File: config.mk
export PLATFORM = sky130hd
export DESIGN_NAME = radio_time_code_decoder_flat
export DESIGN_NICKNAME = d
export VERILOG_FILES = /design/src/rtl/rtcd_pkg.sv /design/src/rtl/rtcd_code_if.sv /design/src/rtl/rtcd_time_if.sv /design/src/rtl/radio_time_code_decoder.sv /design/src/flat_wrapper.sv
export SDC_FILE = /design/constraint.sdc
export NUM_CORES = 1
export LEC_CHECK = 0
export BUFFER_PORTS_ARGS = -buffer_cell sky130_fd_sc_hd__buf_4
export CAP_MARGIN = 10
export CORE_MARGIN = 3
export CORE_UTILIZATION = 40
export CTS_CLUSTER_SIZE = 40
export DETAILED_ROUTE_END_ITERATION = 10
export MAX_ROUTING_LAYER = met4
export SYNTH_ARGS = -nofsm -noshare
export SYNTH_HDL_FRONTEND = slang
export SYNTH_SLANG_ARGS = --single-unit
File: constraint.sdc
create_clock -name clk -period 4.85 [get_ports clk]
set_clock_uncertainty 0.15 [all_clocks]
set_input_delay 0.485 -clock clk [delete_from_list [all_inputs] [get_ports clk]]
set_output_delay 0.485 -clock clk [all_outputs]
set_load 0.05 [all_outputs]
File: src/rtl/rtcd_pkg.sv
// ----------------------------------------------------------------------------
// rtcd_pkg
// Shared types, constants and frame tables for the radio time code decoder.
// ----------------------------------------------------------------------------
package rtcd_pkg;

  localparam int unsigned IDX_W = 6;
  localparam int unsigned CNT_W = 6;
  localparam int unsigned FLD_W = 8;
  localparam int unsigned WD_W  = 3;

  // request kinds
  localparam logic REQ_BIT  = 1'b0;
  localparam logic REQ_MARK = 1'b1;

  localparam logic [CNT_W-1:0] FULL_FRAME = 6'd59;
  localparam logic [FLD_W-1:0] MIN_WRAP   = 8'd60;
  localparam logic [FLD_W-1:0] HOUR_WRAP  = 8'd24;
  localparam logic [FLD_W-1:0] MONTH_WRAP = 8'd13;
  localparam logic [FLD_W-1:0] FEB        = 8'd2;

  // reset values of the running clock
  localparam logic [FLD_W-1:0] RST_DAY   = 8'd1;
  localparam logic [WD_W-1:0]  RST_WDAY  = 3'd1;
  localparam logic [FLD_W-1:0] RST_MONTH = 8'd1;
  localparam logic [FLD_W-1:0] RST_YEAR  = 8'd20;

  // field valid bit positions
  localparam int unsigned V_MIN  = 0;
  localparam int unsigned V_HOUR = 1;
  localparam int unsigned V_DAY  = 2;
  localparam int unsigned V_WDAY = 3;
  localparam int unsigned V_MON  = 4;
  localparam int unsigned V_YEAR = 5;

  // parity groups
  localparam logic [1:0] GRP_MIN  = 2'd0;
  localparam logic [1:0] GRP_HOUR = 2'd1;
  localparam logic [1:0] GRP_DATE = 2'd2;

  typedef enum logic [2:0] {
    KIND_MIN,
    KIND_HOUR,
    KIND_DAY,
    KIND_WDAY,
    KIND_MON,
    KIND_YEAR,
    KIND_PARITY,
    KIND_NONE
  } kind_t;

  // what a frame position carries
  function automatic kind_t pos_kind(input logic [IDX_W-1:0] idx);
    kind_t k;
    case (idx) inside
      [6'd21:6'd27]:        k = KIND_MIN;
      [6'd29:6'd34]:        k = KIND_HOUR;
      [6'd36:6'd41]:        k = KIND_DAY;
      [6'd42:6'd44]:        k = KIND_WDAY;
      [6'd45:6'd49]:        k = KIND_MON;
      [6'd50:6'd57]:        k = KIND_YEAR;
      6'd28, 6'd35, 6'd58:  k = KIND_PARITY;
      default:              k = KIND_NONE;
    endcase
    return k;
  endfunction

  // BCD weight of a data position
  function automatic logic [FLD_W-1:0] pos_weight(input logic [IDX_W-1:0] idx);
    logic [FLD_W-1:0] w;
    case (idx) inside
      6'd21, 6'd29, 6'd36, 6'd42, 6'd45, 6'd50: w = 8'd1;
      6'd22, 6'd30, 6'd37, 6'd43, 6'd46, 6'd51: w = 8'd2;
      6'd23, 6'd31, 6'd38, 6'd44, 6'd47, 6'd52: w = 8'd4;
      6'd24, 6'd32, 6'd39, 6'd48, 6'd53:        w = 8'd8;
      6'd25, 6'd33, 6'd40, 6'd49, 6'd54:        w = 8'd10;
      6'd26, 6'd34, 6'd41, 6'd55:               w = 8'd20;
      6'd27, 6'd56:                             w = 8'd40;
      6'd57:                                    w = 8'd80;
      default:                                  w = 8'd0;
    endcase
    return w;
  endfunction

  // parity group a position belongs to
  function automatic logic [1:0] pos_group(input logic [IDX_W-1:0] idx);
    logic [1:0] g;
    case (idx) inside
      [6'd21:6'd28]: g = GRP_MIN;
      [6'd29:6'd35]: g = GRP_HOUR;
      default:       g = GRP_DATE;
    endcase
    return g;
  endfunction

  // days in month 1..12, without the leap day
  function automatic logic [FLD_W-1:0] month_len(input logic [FLD_W-1:0] mon);
    logic [FLD_W-1:0] n;
    case (mon) inside
      8'd2:                     n = 8'd28;
      8'd4, 8'd6, 8'd9, 8'd11:  n = 8'd30;
      default:                  n = 8'd31;
    endcase
    return n;
  endfunction

endpackage

File: src/rtl/rtcd_code_if.sv
// ----------------------------------------------------------------------------
// rtcd_code_if
// Input channel: time code bits and minute marks.
// ----------------------------------------------------------------------------
interface rtcd_code_if;
  logic                          valid;
  logic                          ready;
  logic                          req_type;
  logic [rtcd_pkg::IDX_W-1:0]    bit_index;
  logic                          bit_value;
  logic [rtcd_pkg::CNT_W-1:0]    bits_received;

  modport source (output valid, req_type, bit_index, bit_value, bits_received,
                  input ready);
  modport sink (input valid, req_type, bit_index, bit_value, bits_received,
                output ready);
endinterface

File: src/rtl/rtcd_time_if.sv
// ----------------------------------------------------------------------------
// rtcd_time_if
// Output channel: the running clock after each item.
// ----------------------------------------------------------------------------
interface rtcd_time_if;
  logic                         valid;
  logic                         ready;
  logic [rtcd_pkg::FLD_W-1:0]   minutes;
  logic [rtcd_pkg::FLD_W-1:0]   hours;
  logic [rtcd_pkg::FLD_W-1:0]   day;
  logic [rtcd_pkg::WD_W-1:0]    weekday;
  logic [rtcd_pkg::FLD_W-1:0]   month;
  logic [rtcd_pkg::FLD_W-1:0]   year;

  modport source (output valid, minutes, hours, day, weekday, month, year,
                  input ready);
  modport sink (input valid, minutes, hours, day, weekday, month, year,
                output ready);
endinterface

File: src/rtl/radio_time_code_decoder.sv
// ----------------------------------------------------------------------------
// radio_time_code_decoder
// Decodes a long-wave minute-frame time code into a running clock. Each item
// on "code" is either one received bit (index 21..58 matter, others are
// dropped) or a minute mark carrying the frame bit count. Bits build BCD
// minute, hour, day, weekday, month and year; a failed even-parity check at
// bits 28, 35 and 58 invalidates the minute, hour or date group. On a mark
// with a count of 59, every valid decoded field loads the clock; fields not
// loaded free-run (minute +1 carrying into hour, day, month and year) but
// the weekday, which holds. Every item returns one result on "now" with the
// clock after the update. One item per clock passes the input register and
// the result register around a single state-update pass, unless "now"
// stalls: the result register then holds, and the input register keeps
// taking items as long as the result is free or being taken in that cycle.
// ----------------------------------------------------------------------------
module radio_time_code_decoder (
  input  logic        clk,
  input  logic        rst,
  rtcd_code_if.sink   code,
  rtcd_time_if.source now
);
  import rtcd_pkg::*;

  // input register
  logic             in_valid;
  logic             in_type;
  logic [IDX_W-1:0] in_idx;
  logic             in_val;
  logic [CNT_W-1:0] in_cnt;

  // decoder state
  logic [FLD_W-1:0] dec_min, dec_hour, dec_day, dec_mon, dec_year;
  logic [WD_W-1:0]  dec_wday;
  logic [5:0]       field_valid;
  logic [2:0]       group_parity;

  // running clock
  logic [FLD_W-1:0] clk_min, clk_hour, clk_day, clk_mon, clk_year;
  logic [WD_W-1:0]  clk_wday;

  // next values
  logic [FLD_W-1:0] dec_min_next, dec_hour_next, dec_day_next;
  logic [FLD_W-1:0] dec_mon_next, dec_year_next;
  logic [WD_W-1:0]  dec_wday_next;
  logic [5:0]       field_valid_next;
  logic [2:0]       group_parity_next;
  logic [FLD_W-1:0] clk_min_next, clk_hour_next, clk_day_next;
  logic [FLD_W-1:0] clk_mon_next, clk_year_next;
  logic [WD_W-1:0]  clk_wday_next;

  logic advance;

  // the working stage moves on when the result slot is free or draining
  assign advance    = in_valid && (!now.valid || now.ready);
  assign code.ready = !in_valid || advance;

  always_ff @(posedge clk) begin
    if (rst) begin
      in_valid <= 1'b0;
    end else if (code.ready) begin
      in_valid <= code.valid;
    end
  end

  always_ff @(posedge clk) begin
    if (code.ready && code.valid) begin
      in_type <= code.req_type;
      in_idx  <= code.bit_index;
      in_val  <= code.bit_value;
      in_cnt  <= code.bits_received;
    end
  end

  // -------------------------------------------------------------------------
  // bit decoding: field accumulation and group parity
  // -------------------------------------------------------------------------
  always_comb begin
    kind_t            kind;
    logic [FLD_W-1:0] w;
    logic [FLD_W-1:0] add;
    logic [1:0]       grp;
    logic             start;
    logic             par;
    logic [5:0]       clr;

    kind  = pos_kind(in_idx);
    w     = pos_weight(in_idx);
    grp   = pos_group(in_idx);
    add   = in_val ? w : '0;
    start = (in_idx == 6'd21) || (in_idx == 6'd29) || (in_idx == 6'd36);

    dec_min_next      = dec_min;
    dec_hour_next     = dec_hour;
    dec_day_next      = dec_day;
    dec_wday_next     = dec_wday;
    dec_mon_next      = dec_mon;
    dec_year_next     = dec_year;
    field_valid_next  = field_valid;
    group_parity_next = group_parity;
    par               = 1'b0;
    clr               = '0;

    if (in_type == REQ_BIT && kind != KIND_NONE) begin
      par = start ? in_val : (group_parity[grp] ^ in_val);
      group_parity_next[grp] = par;

      if (kind == KIND_PARITY) begin
        if (par) begin
          case (grp)
            GRP_MIN:  clr = 6'b000001;
            GRP_HOUR: clr = 6'b000010;
            default:  clr = 6'b111100;
          endcase
          field_valid_next = field_valid & ~clr;
        end
      end else if (w == 8'd1) begin
        // weight-1 bit opens the field
        case (kind)
          KIND_MIN:  dec_min_next  = {7'd0, in_val};
          KIND_HOUR: dec_hour_next = {7'd0, in_val};
          KIND_DAY:  dec_day_next  = {7'd0, in_val};
          KIND_WDAY: dec_wday_next = {2'd0, in_val};
          KIND_MON:  dec_mon_next  = {7'd0, in_val};
          default:   dec_year_next = {7'd0, in_val};
        endcase
        field_valid_next[kind] = 1'b1;
      end else begin
        case (kind)
          KIND_MIN:  dec_min_next  = dec_min + add;
          KIND_HOUR: dec_hour_next = dec_hour + add;
          KIND_DAY:  dec_day_next  = dec_day + add;
          KIND_WDAY: dec_wday_next = dec_wday + add[WD_W-1:0];
          KIND_MON:  dec_mon_next  = dec_mon + add;
          default:   dec_year_next = dec_year + add;
        endcase
      end
    end
  end

  // -------------------------------------------------------------------------
  // minute mark: load or free-run with carries
  // -------------------------------------------------------------------------
  always_comb begin
    logic [5:0]       ld;
    logic [FLD_W-1:0] m, h, d, mo, y, m1, limit;

    ld = (in_cnt == FULL_FRAME) ? field_valid : 6'd0;
    m  = clk_min;
    h  = clk_hour;
    d  = clk_day;
    mo = clk_mon;
    y  = clk_year;
    m1 = clk_min + 8'd1;

    if (ld[V_MIN]) begin
      m = dec_min;
    end else begin
      m = m1;
      if (m1 == MIN_WRAP) begin
        m = '0;
        h = h + 8'd1;
      end
    end

    if (ld[V_HOUR]) begin
      h = dec_hour;
    end else if (h == HOUR_WRAP) begin
      h = '0;
      d = d + 8'd1;
    end

    // leap test uses the year before any carry
    limit = month_len(mo) + {7'd0, (mo == FEB) && (y[1:0] == 2'd0)};
    if (ld[V_DAY]) begin
      d = dec_day;
    end else if (mo >= 8'd1 && mo <= 8'd12 && d > limit) begin
      d  = 8'd1;
      mo = mo + 8'd1;
    end

    if (ld[V_MON]) begin
      mo = dec_mon;
    end else if (mo == MONTH_WRAP) begin
      mo = 8'd1;
      y  = y + 8'd1;
    end

    if (ld[V_YEAR]) begin
      y = dec_year;
    end

    if (in_type == REQ_MARK) begin
      clk_min_next  = m;
      clk_hour_next = h;
      clk_day_next  = d;
      clk_mon_next  = mo;
      clk_year_next = y;
      clk_wday_next = ld[V_WDAY] ? dec_wday : clk_wday;
    end else begin
      clk_min_next  = clk_min;
      clk_hour_next = clk_hour;
      clk_day_next  = clk_day;
      clk_mon_next  = clk_mon;
      clk_year_next = clk_year;
      clk_wday_next = clk_wday;
    end
  end

  // state registers
  always_ff @(posedge clk) begin
    if (rst) begin
      dec_min      <= '0;
      dec_hour     <= '0;
      dec_day      <= '0;
      dec_wday     <= '0;
      dec_mon      <= '0;
      dec_year     <= '0;
      field_valid  <= '1;
      group_parity <= '0;
      clk_min      <= '0;
      clk_hour     <= '0;
      clk_day      <= RST_DAY;
      clk_wday     <= RST_WDAY;
      clk_mon      <= RST_MONTH;
      clk_year     <= RST_YEAR;
    end else if (advance) begin
      dec_min      <= dec_min_next;
      dec_hour     <= dec_hour_next;
      dec_day      <= dec_day_next;
      dec_wday     <= dec_wday_next;
      dec_mon      <= dec_mon_next;
      dec_year     <= dec_year_next;
      field_valid  <= field_valid_next;
      group_parity <= group_parity_next;
      clk_min      <= clk_min_next;
      clk_hour     <= clk_hour_next;
      clk_day      <= clk_day_next;
      clk_wday     <= clk_wday_next;
      clk_mon      <= clk_mon_next;
      clk_year     <= clk_year_next;
    end
  end

  // result register
  always_ff @(posedge clk) begin
    if (rst) begin
      now.valid <= 1'b0;
    end else if (advance) begin
      now.valid <= 1'b1;
    end else if (now.ready) begin
      now.valid <= 1'b0;
    end
  end

  always_ff @(posedge clk) begin
    if (advance) begin
      now.minutes <= clk_min_next;
      now.hours   <= clk_hour_next;
      now.day     <= clk_day_next;
      now.weekday <= clk_wday_next;
      now.month   <= clk_mon_next;
      now.year    <= clk_year_next;
    end
  end

endmodule
File: src/flat_wrapper.sv
// flat-port wrapper written by rule: the top's interface ports become plain ports
module radio_time_code_decoder_flat import rtcd_pkg::*;
  (clk, rst, code_valid, code_req_type, code_bit_index, code_bit_value, code_bits_received, code_ready, now_valid, now_minutes, now_hours, now_day, now_weekday, now_month, now_year, now_ready);
  rtcd_code_if code_i ();
  rtcd_time_if now_i ();
  input  logic clk;
  input  logic rst;
  input wire logic [$bits(code_i.valid)-1:0] code_valid;
  input wire logic [$bits(code_i.req_type)-1:0] code_req_type;
  input wire logic [$bits(code_i.bit_index)-1:0] code_bit_index;
  input wire logic [$bits(code_i.bit_value)-1:0] code_bit_value;
  input wire logic [$bits(code_i.bits_received)-1:0] code_bits_received;
  output wire logic [$bits(code_i.ready)-1:0] code_ready;
  output wire logic [$bits(now_i.valid)-1:0] now_valid;
  output wire logic [$bits(now_i.minutes)-1:0] now_minutes;
  output wire logic [$bits(now_i.hours)-1:0] now_hours;
  output wire logic [$bits(now_i.day)-1:0] now_day;
  output wire logic [$bits(now_i.weekday)-1:0] now_weekday;
  output wire logic [$bits(now_i.month)-1:0] now_month;
  output wire logic [$bits(now_i.year)-1:0] now_year;
  input wire logic [$bits(now_i.ready)-1:0] now_ready;
  assign code_i.valid = code_valid;
  assign code_i.req_type = code_req_type;
  assign code_i.bit_index = code_bit_index;
  assign code_i.bit_value = code_bit_value;
  assign code_i.bits_received = code_bits_received;
  assign code_ready = code_i.ready;
  assign now_valid = now_i.valid;
  assign now_minutes = now_i.minutes;
  assign now_hours = now_i.hours;
  assign now_day = now_i.day;
  assign now_weekday = now_i.weekday;
  assign now_month = now_i.month;
  assign now_year = now_i.year;
  assign now_i.ready = now_ready;
  radio_time_code_decoder u_core (.clk(clk), .rst(rst), .code(code_i), .now(now_i));
endmodule
==> impl_results.md, run 1 <==
- DR iter-0 viols: 769
- Final hold violations: 0
- FF+latch count, synth: 154
- Mean Syn Cell Area: 8.36 sq um
- Pins over their slew limit: 0
- CTS max path bufs: 2
- Post-Synthesis Cells: 1,168
- CP endpoint kind: flop
- # nets final: 1,318
- Share of the synthesized area in the top cell type: 19.9%
- Final setup violation count: 0
- Final antenna-violating net count: 0
- CTS root buf: clkbuf_16
- Crit path max fanout: 5
- Vias in the first global route: 8,391
- Cell Area, Synth: 0.00976 sq mm
- Site Rows: 56
- PortBufs: 62
- Worst path max stage delay: 0.57 ns
- Max Fclk: 208 MHz
- Slew of the pin with the lowest slew margin: 0.893 ns
- R2R setup slack: 0.05 ns
- # diodes: 0
- Reg2reg start: u_core.clk_min[3]$_SDFFE_PP0P_
- Critical path class: flop to flop
- # hold bufs at CTS: 0
- Data arrival time of the worst path: 4.92 ns
- Layout Cells excl Fill: 1,572
- Max-cap violations: 0
- Max transition margin: 40.5%
- Final Power: 3100 uW
- Post-route minimum period: 4.80 ns
- Final wirelength: 26.7 mm
- First-pass GRT wire length: 43.9 mm
- Critical Path RT: 4.97 ns
- Worst Hold Class: input pin to flop
- Synth top area cells: dfxtp_1, edfxtp_1, ha_1
- Largest net degree at the start of global routing: 68
- Min-Delay Endpoint: u_core.in_idx[2]$_DFFE_PP_
- Power Dens Cells: 264 mW/mm^2
- Via density: 5.62
- Synth unique cells: 84
- DP HPWL: 18.0 mm
- DIE HEIGHT: 162 um
- Seq/Total Area, Yosys: 37.4%
- Hold depth: 1
- # DRC: 0
- Fill count: 2,229
- Full die area: 0.0263 sq mm
- Worst Setup SP: u_core.clk_min[3]$_SDFFE_PP0P_
- Clock slew at reported path FFs: 0.07 ns
- Status: complete, no violations
- Synth warn: 0
- FF-to-FF path depth: 19
- Avg WL per Cell: 17.0 um
- Routed vias: 8,840
- Commonest register cell after synthesis: dfxtp_1
- DR pass1 iterations: 5
- Unrepaired setup endpoints after global routing: true
- CTS sink count: 154
- P_leak: 0.00459 uW
- Grt ovf: 0
- Starting Density: 41.1%
- Placed Instances: 1,533
- CTS tree: yes
- GPL Wtd Cong: 0.865
- Worst ir drop on vdd: 187 uV
- Slowest cell on crit path: or4_4
- IO Pins: 63
- Critical path's most frequent cell: buf_4
- Async S/R FF share, synth: 0%
- Area grow syn2layout: 20.0%
- CTS Buf Count: 17
- Hold Crit Start: code_bit_index[2]
- Crit share post-route: 99.0%
- Yosys top cell by area: dfxtp_1
- Core Area: 0.0238 sq mm
- Worst flop-to-flop path endpoint: u_core.now.year[3]$_DFFE_PP_
- Post-synth top cells: nand2_1, a21oi_1, nor2_1
- H-tree depth: 4
- Chip width: 162 um
- Count leader, synth: nand2_1
- EDFF count, synth: 57
- Share of post-route cells with drive strength above 1: 17.6%
- Initial antenna violation count: 0
- Overall routing resource usage: 21.2%
- Post-Syn Nets: 1,246
- Worst-Skew Late Latency: 0.43 ns
- Startpoint Class: flop
- Worst path cell trace: nand4_1, or4_4, a32o_2, a2111oi_4, a31oi_4, nor3_4, mux2_4, ha_4, nor2b_4, o21a_1, o21bai_1, a21oi_2, a2111oi_2, o21ai_2, buf_4, a211oi_2, buf_4, o21ai_1, a2bb2oi_1
-- power breakdown --
group	total (uW)	internal, uW	leakage, uW	switching (uW)
Clock	1350	767	0.000278	578
Sequential	1390	1370	0.00133	22.4
Combinational	358	119	0.00298	239
-- flip-flops by register name, indices dropped and copies added (netlist names), 6 cells and up --
| name | cells |
|---|---|
| u_core.now.year | 8 |
| u_core.now.minutes | 8 |
| u_core.in_cnt | 6 |
| u_core.clk_hour | 8 |
| u_core.clk_year | 8 |
| u_core.clk_mon | 8 |
| u_core.now.day | 8 |
| u_core.field_valid | 6 |
| u_core.dec_mon | 8 |
| u_core.in_idx | 6 |
| u_core.clk_min | 8 |
| u_core.dec_hour | 8 |
| u_core.clk_day | 8 |
| u_core.dec_day | 8 |
| u_core.dec_year | 8 |
| u_core.now.hours | 8 |
| u_core.now.month | 8 |
| u_core.dec_min | 8 |
-- cell usage in the layout (no fill, tap or decap), types with 22 or more instances in the layout --
master and count:
nand2_1 139, and3_1 22, a21oi_1 123, nand3_1 47, edfxtp_1 57, dfxtp_1 93, buf_4 125, nor2_1 100
nor3_1 38, ha_1 51, o21ai_0 52, xnor2_1 25, inv_1 30
-- how the worst max path moves through the flow --
stage,to,cells past startpoint,slack [ns]
6_report,u_core.now.year[3]$_DFFE_PP_,19,0.05
5_1_grt,u_core.now.day[3]$_DFFE_PP_,19,-0.13
4_1_cts,u_core.now.year[0]$_DFFE_PP_,19,-0.03
3_5_place_dp,u_core.now.year[7]$_DFFE_PP_,18,-0.14
3_3_place_gp,u_core.clk_year[1]$_SDFFE_PP0P_,20,-0.06
2_1_floorplan,u_core.now.year[7]$_DFFE_PP_,18,0.002
-- metal layers --
| metal | up-vias | share of wire [%] | track usage [%] |
|---|---|---|---|
| met4 | 0 | 1.1 | 4.46 |
| met1 | 4202 | 48 | 29.0 |
| met3 | 25 | 4.0 | 3.16 |
| met5 | - | 0 | - |
| met2 | 205 | 46 | 33.6 |
| li1 | 4408 | - | - |
-- per-stage QoR --
step / utilization, % / setup TNS (ns) / area, sq um / hold slack [ns] / setup WS (ns)
after floorplan: - / 0 / 9840 / 0.287 / 0.00180
after global placement: 45.8 / -0.234 / 10900 / 0.303 / -0.0594
after detailed placement: 45.8 / -1.17 / 10900 / 0.318 / -0.145
after CTS: 48.9 / -0.0332 / 11600 / 0.0597 / -0.0256
after global routing: 49.3 / -1.81 / 11700 / 0.0510 / -0.132
final: 49.3 / 0 / 11700 / 0.0747 / 0.0474
-- critical path: cells and delay by family (launching register included) --
family                   cells  cell delay [ns]
adder cells (fa/ha/maj)      1             0.22
flip-flops                   1             0.37
AO/OA/AOI/OAI               11             2.03
buffers and inverters        2             0.33
AND/OR/NAND/NOR              4             1.17
multiplexers                 1             0.35
-- cell type report --
class                           count  area (sq um)  share of cell area [%]
Tap cell                          319           399                    3.41
Sequential cell                   154          3670                    31.3
Timing Repair Buffer              129          1010                    8.66
Clock buffer                       17           425                    3.63
Clock inverter                     15           168                    1.43
Multi-Input combinational cell    907          5930                    50.6
Inverter                           31           116                   0.993
-- repair_timing --
item / CTS / global route
gates resized for setup: 14 / 16
endpoints found under the setup margin: 16 / 33
cloned: 1 / 0
pin swaps: 16 / 15
buffers inserted: 4 / 2
-- cell families (layout without fill, tap and decap cells) --
family          count (synthesis)  in the layout  synth area share [%]
simple gates                  446            446                  21.8
compound gates                347            347                  23.3
flops                         154            154                  37.4
buf+inv                       107            192                  4.20
fa+ha+maj                      60             60                  8.15
xor+xnor                       43             43                  3.86
mux                            11             11                  1.24
No activity file was read; power rests on OpenSTA's default activity.
==> inputs of run 2 (changes only) <==
- clock period: 4.85 -> 6.1 ns (I/O delays scaled with it)
==> run 2 against run 1 <==
Combinational power decreased by 28%. Sequential power decreased by 19%. Critical endpoint is now u_core.now.year[6]$_DFFE_PP_. Power decreased by 22%. Highest routed layer unchanged. Sequential share of layout area increased by 1.6 points. Critical path type unchanged.
==> impl_results.md, run 2 (synthesis results as in run 1) <==
- Unrepaired setup endpoints after global routing: false
- Internal Pwr Total: 1780 uW (-21%)
- Full die area: 0.0263 sq mm (unchanged)
- Area of the multi-input gates: 0.00571 sq mm (-3.7%)
- Vias in the first global route: 8,154 (-2.8%)
- Worst path max stage delay: 0.58 ns (about the same)
- Final antenna-violating net count: 0 (unchanged)
- Final setup violation count: 0 (unchanged)
- Routed vias: 8,693 (-1.7%)
- DIE HEIGHT: 162 um (unchanged)
- Combinational share of power: 10.6% (-0.9 points)
- Power Dens Cells: 218 mW/mm^2 (-18%)
- Initial antenna violation count: 0 (unchanged)
- Sw Pwr: 646 uW (-23%)
- Data arrival time of the worst path: 5.61 ns (+0.69 ns)
- Crit path max fanout: 9 (+4)
- Worst path cell trace: ha_1, nand3_1, or4_1, a32o_1, a2111oi_2, a31oi_2, nor3_2, buf_4, and4_1, xnor2_1, ha_1, nand2_1, o21bai_1, a21oi_1, nor3_1, o41ai_4, nand3_2, and2_4, o311ai_1, nand3_1
- Max transition margin: 42.3% (+1.9 points)
- P_leak: 0.00433 uW (-5.7%)
- TNS Setup: 0 ns (unchanged)
- H-tree depth: 4 (unchanged)
- Crit share post-route: 91.9% (-7.2 points)
- Sequential Power Share: 46.0% (+1.0 points)
- Clock power share: 43.4% (about the same)
- Share of post-route cells with drive strength above 1: 12.1% (-5.6 points)
- Area grow syn2layout: 13.9%
- DR pass1 iterations: 6 (+1)
- Largest net degree at the start of global routing: 68 (unchanged)
- Critical path class: flop to flop
- Grt ovf: 0 (unchanged)
- DR iter-0 viols: 800 (+4.0%)
- # nets final: 1,276 (-3.2%)
- Clock slew at reported path FFs: 0.07 ns (about the same)
- Post-route minimum period: 5.60 ns (+0.801 ns)
- Slowest cell on crit path: or4_1
- Worst-Skew Late Latency: 0.43 ns (about the same)
- WP buf/inv: 1 (-1)
- Max Fclk: 178 MHz (-14%)
- CTS max path bufs: 2 (unchanged)
- IO Pins: 63 (unchanged)
- Most frequent cells in the layout: nand2_1, a21oi_1, nor2_1, dfxtp_1, buf_4
- GPL Wtd Cong: 0.918 (+6.2%)
- Final wirelength: 25.5 mm (-4.2%)
- # hold bufs at CTS: 0 (unchanged)
- Chip width: 162 um (unchanged)
- Via density: 5.68 (+1.0%)
- Final hold violations: 0 (unchanged)
- Site Rows: 56 (unchanged)
- CTS root buf: clkbuf_16
- Avg WL per Cell: 16.7 um (-1.6%)
- CP endpoint kind: flop
- Max-cap violations: 0 (unchanged)
- First-pass GRT wire length: 42.2 mm (-3.8%)
- Status: complete, no violations
- Starting Density: 41.1% (unchanged)
- PortBufs: 62 (unchanged)
- # DRC: 0 (unchanged)
- Worst ir drop on vdd: 171 uV (-8.7%)
- CTS sink count: 154 (unchanged)
- Critical Path RT: 6.11 ns (+1.14 ns)
- Core Area: 0.0238 sq mm (unchanged)
- Placed cell areas: 0.0105 sq mm (-3.4%)
- Top delay family on crit path: simple AND/OR/NAND/NOR gates
- Startpoint Class: flop
- # diodes: 0 (unchanged)
- Fill count: 2,303 (+3.3%)
- CTS tree: yes
- Switching Share: 26.7% (-0.42 points)
- Hold depth: 1 (unchanged)
- DP HPWL: 17.3 mm (-3.9%)
- Register Area: 0.00365 sq mm (-0.34%)
- FF-to-FF path depth: 20 (+1)
- CTS Buf Count: 17 (unchanged)
- Slew of the pin with the lowest slew margin: 0.865 ns (-0.0280 ns)
- Final instance area: 0.0111 sq mm (-5.1%)
- Crit. path cell count: 20 (+1)
- Pins over their slew limit: 0 (unchanged)
- Overall routing resource usage: 20.3% (-0.89 points)
- Commonest non-fill, non-tap cell in the layout: nand2_1
- Worst Hold Class: input pin to flop
run 2: final cells by class:
cell class | count | area share (%)
multi-input cells | 907 | 51.3
flip-flops and latches | 154 | 32.9
repair buffers | 87 | 5.99
clock buffers | 17 | 3.83
well taps | 319 | 3.59
clock inverters | 15 | 1.36
inverters | 31 | 1.05
run 2: repair_timing:
item                                    CTS  global route
resized for setup                         0             1
buffers inserted                          0             3
endpoints found under the setup margin    0             7
run 2: power groups by stage:
| stage | clock (uW) | combinational, uW | sequential (uW) |
|---|---|---|---|
| floorplan | 0 | 149 | 1170 |
| global placement | 0 | 255 | 1140 |
| CTS | 1070 | 258 | 1110 |
| detailed placement | 0 | 257 | 1140 |
| finish | 1050 | 257 | 1120 |
| global route | 1120 | 283 | 1120 |
run 2: layer usage:
layer	up-vias	track usage [%]	wire, um
met2	246	31.9	11800
met5	-	-	0
met4	0	5.20	398
met3	28	2.73	1230
met1	4090	27.8	12100
li1	4329	-	-
run 2: worst paths after layout:
check | endpoint | slack (ns) | startpoint
max | u_core.now.year[6]$_DFFE_PP_ | 0.50 | u_core.clk_min[0]$_SDFFE_PP0P_
min | u_core.in_idx[0]$_DFFE_PP_ | 0.20 | code_bit_index[0]
max reg2reg | u_core.now.year[6]$_DFFE_PP_ | 0.50 | u_core.clk_min[0]$_SDFFE_PP0P_
min reg2reg | u_core.clk_wday[0]$_SDFFE_PP1P_ | 0.32 | u_core.clk_wday[0]$_SDFFE_PP1P_
run 2: through the flow:
step / power, uW / hold WS [ns] / std cells / utilization (%) / worst slack [ns]
2_1_floorplan: 1320 / 0.287 / 1168 / - / 0.852
3_3_place_gp: 1390 / 0.302 / 1495 / 44.2 / 0.540
3_5_place_dp: 1390 / 0.306 / 1495 / 44.2 / 0.350
4_1_cts: 2440 / 0.188 / 1527 / 46.7 / 0.344
5_1_grt: 2520 / 0.188 / 1530 / 46.8 / 0.0688
6_report: 2420 / 0.201 / 1530 / 46.8 / 0.496
run 2: worst register-to-register path, delay by kind of cell (launching register included):
family | cells | cell delay, ns
XOR/XNOR | 1 | 0.08
buffers and inverters | 1 | 0.20
AO/OA/AOI/OAI | 7 | 1.81
AND/OR/NAND/NOR | 9 | 2.12
flip-flops | 1 | 0.46
adder cells (fa/ha/maj) | 2 | 0.53
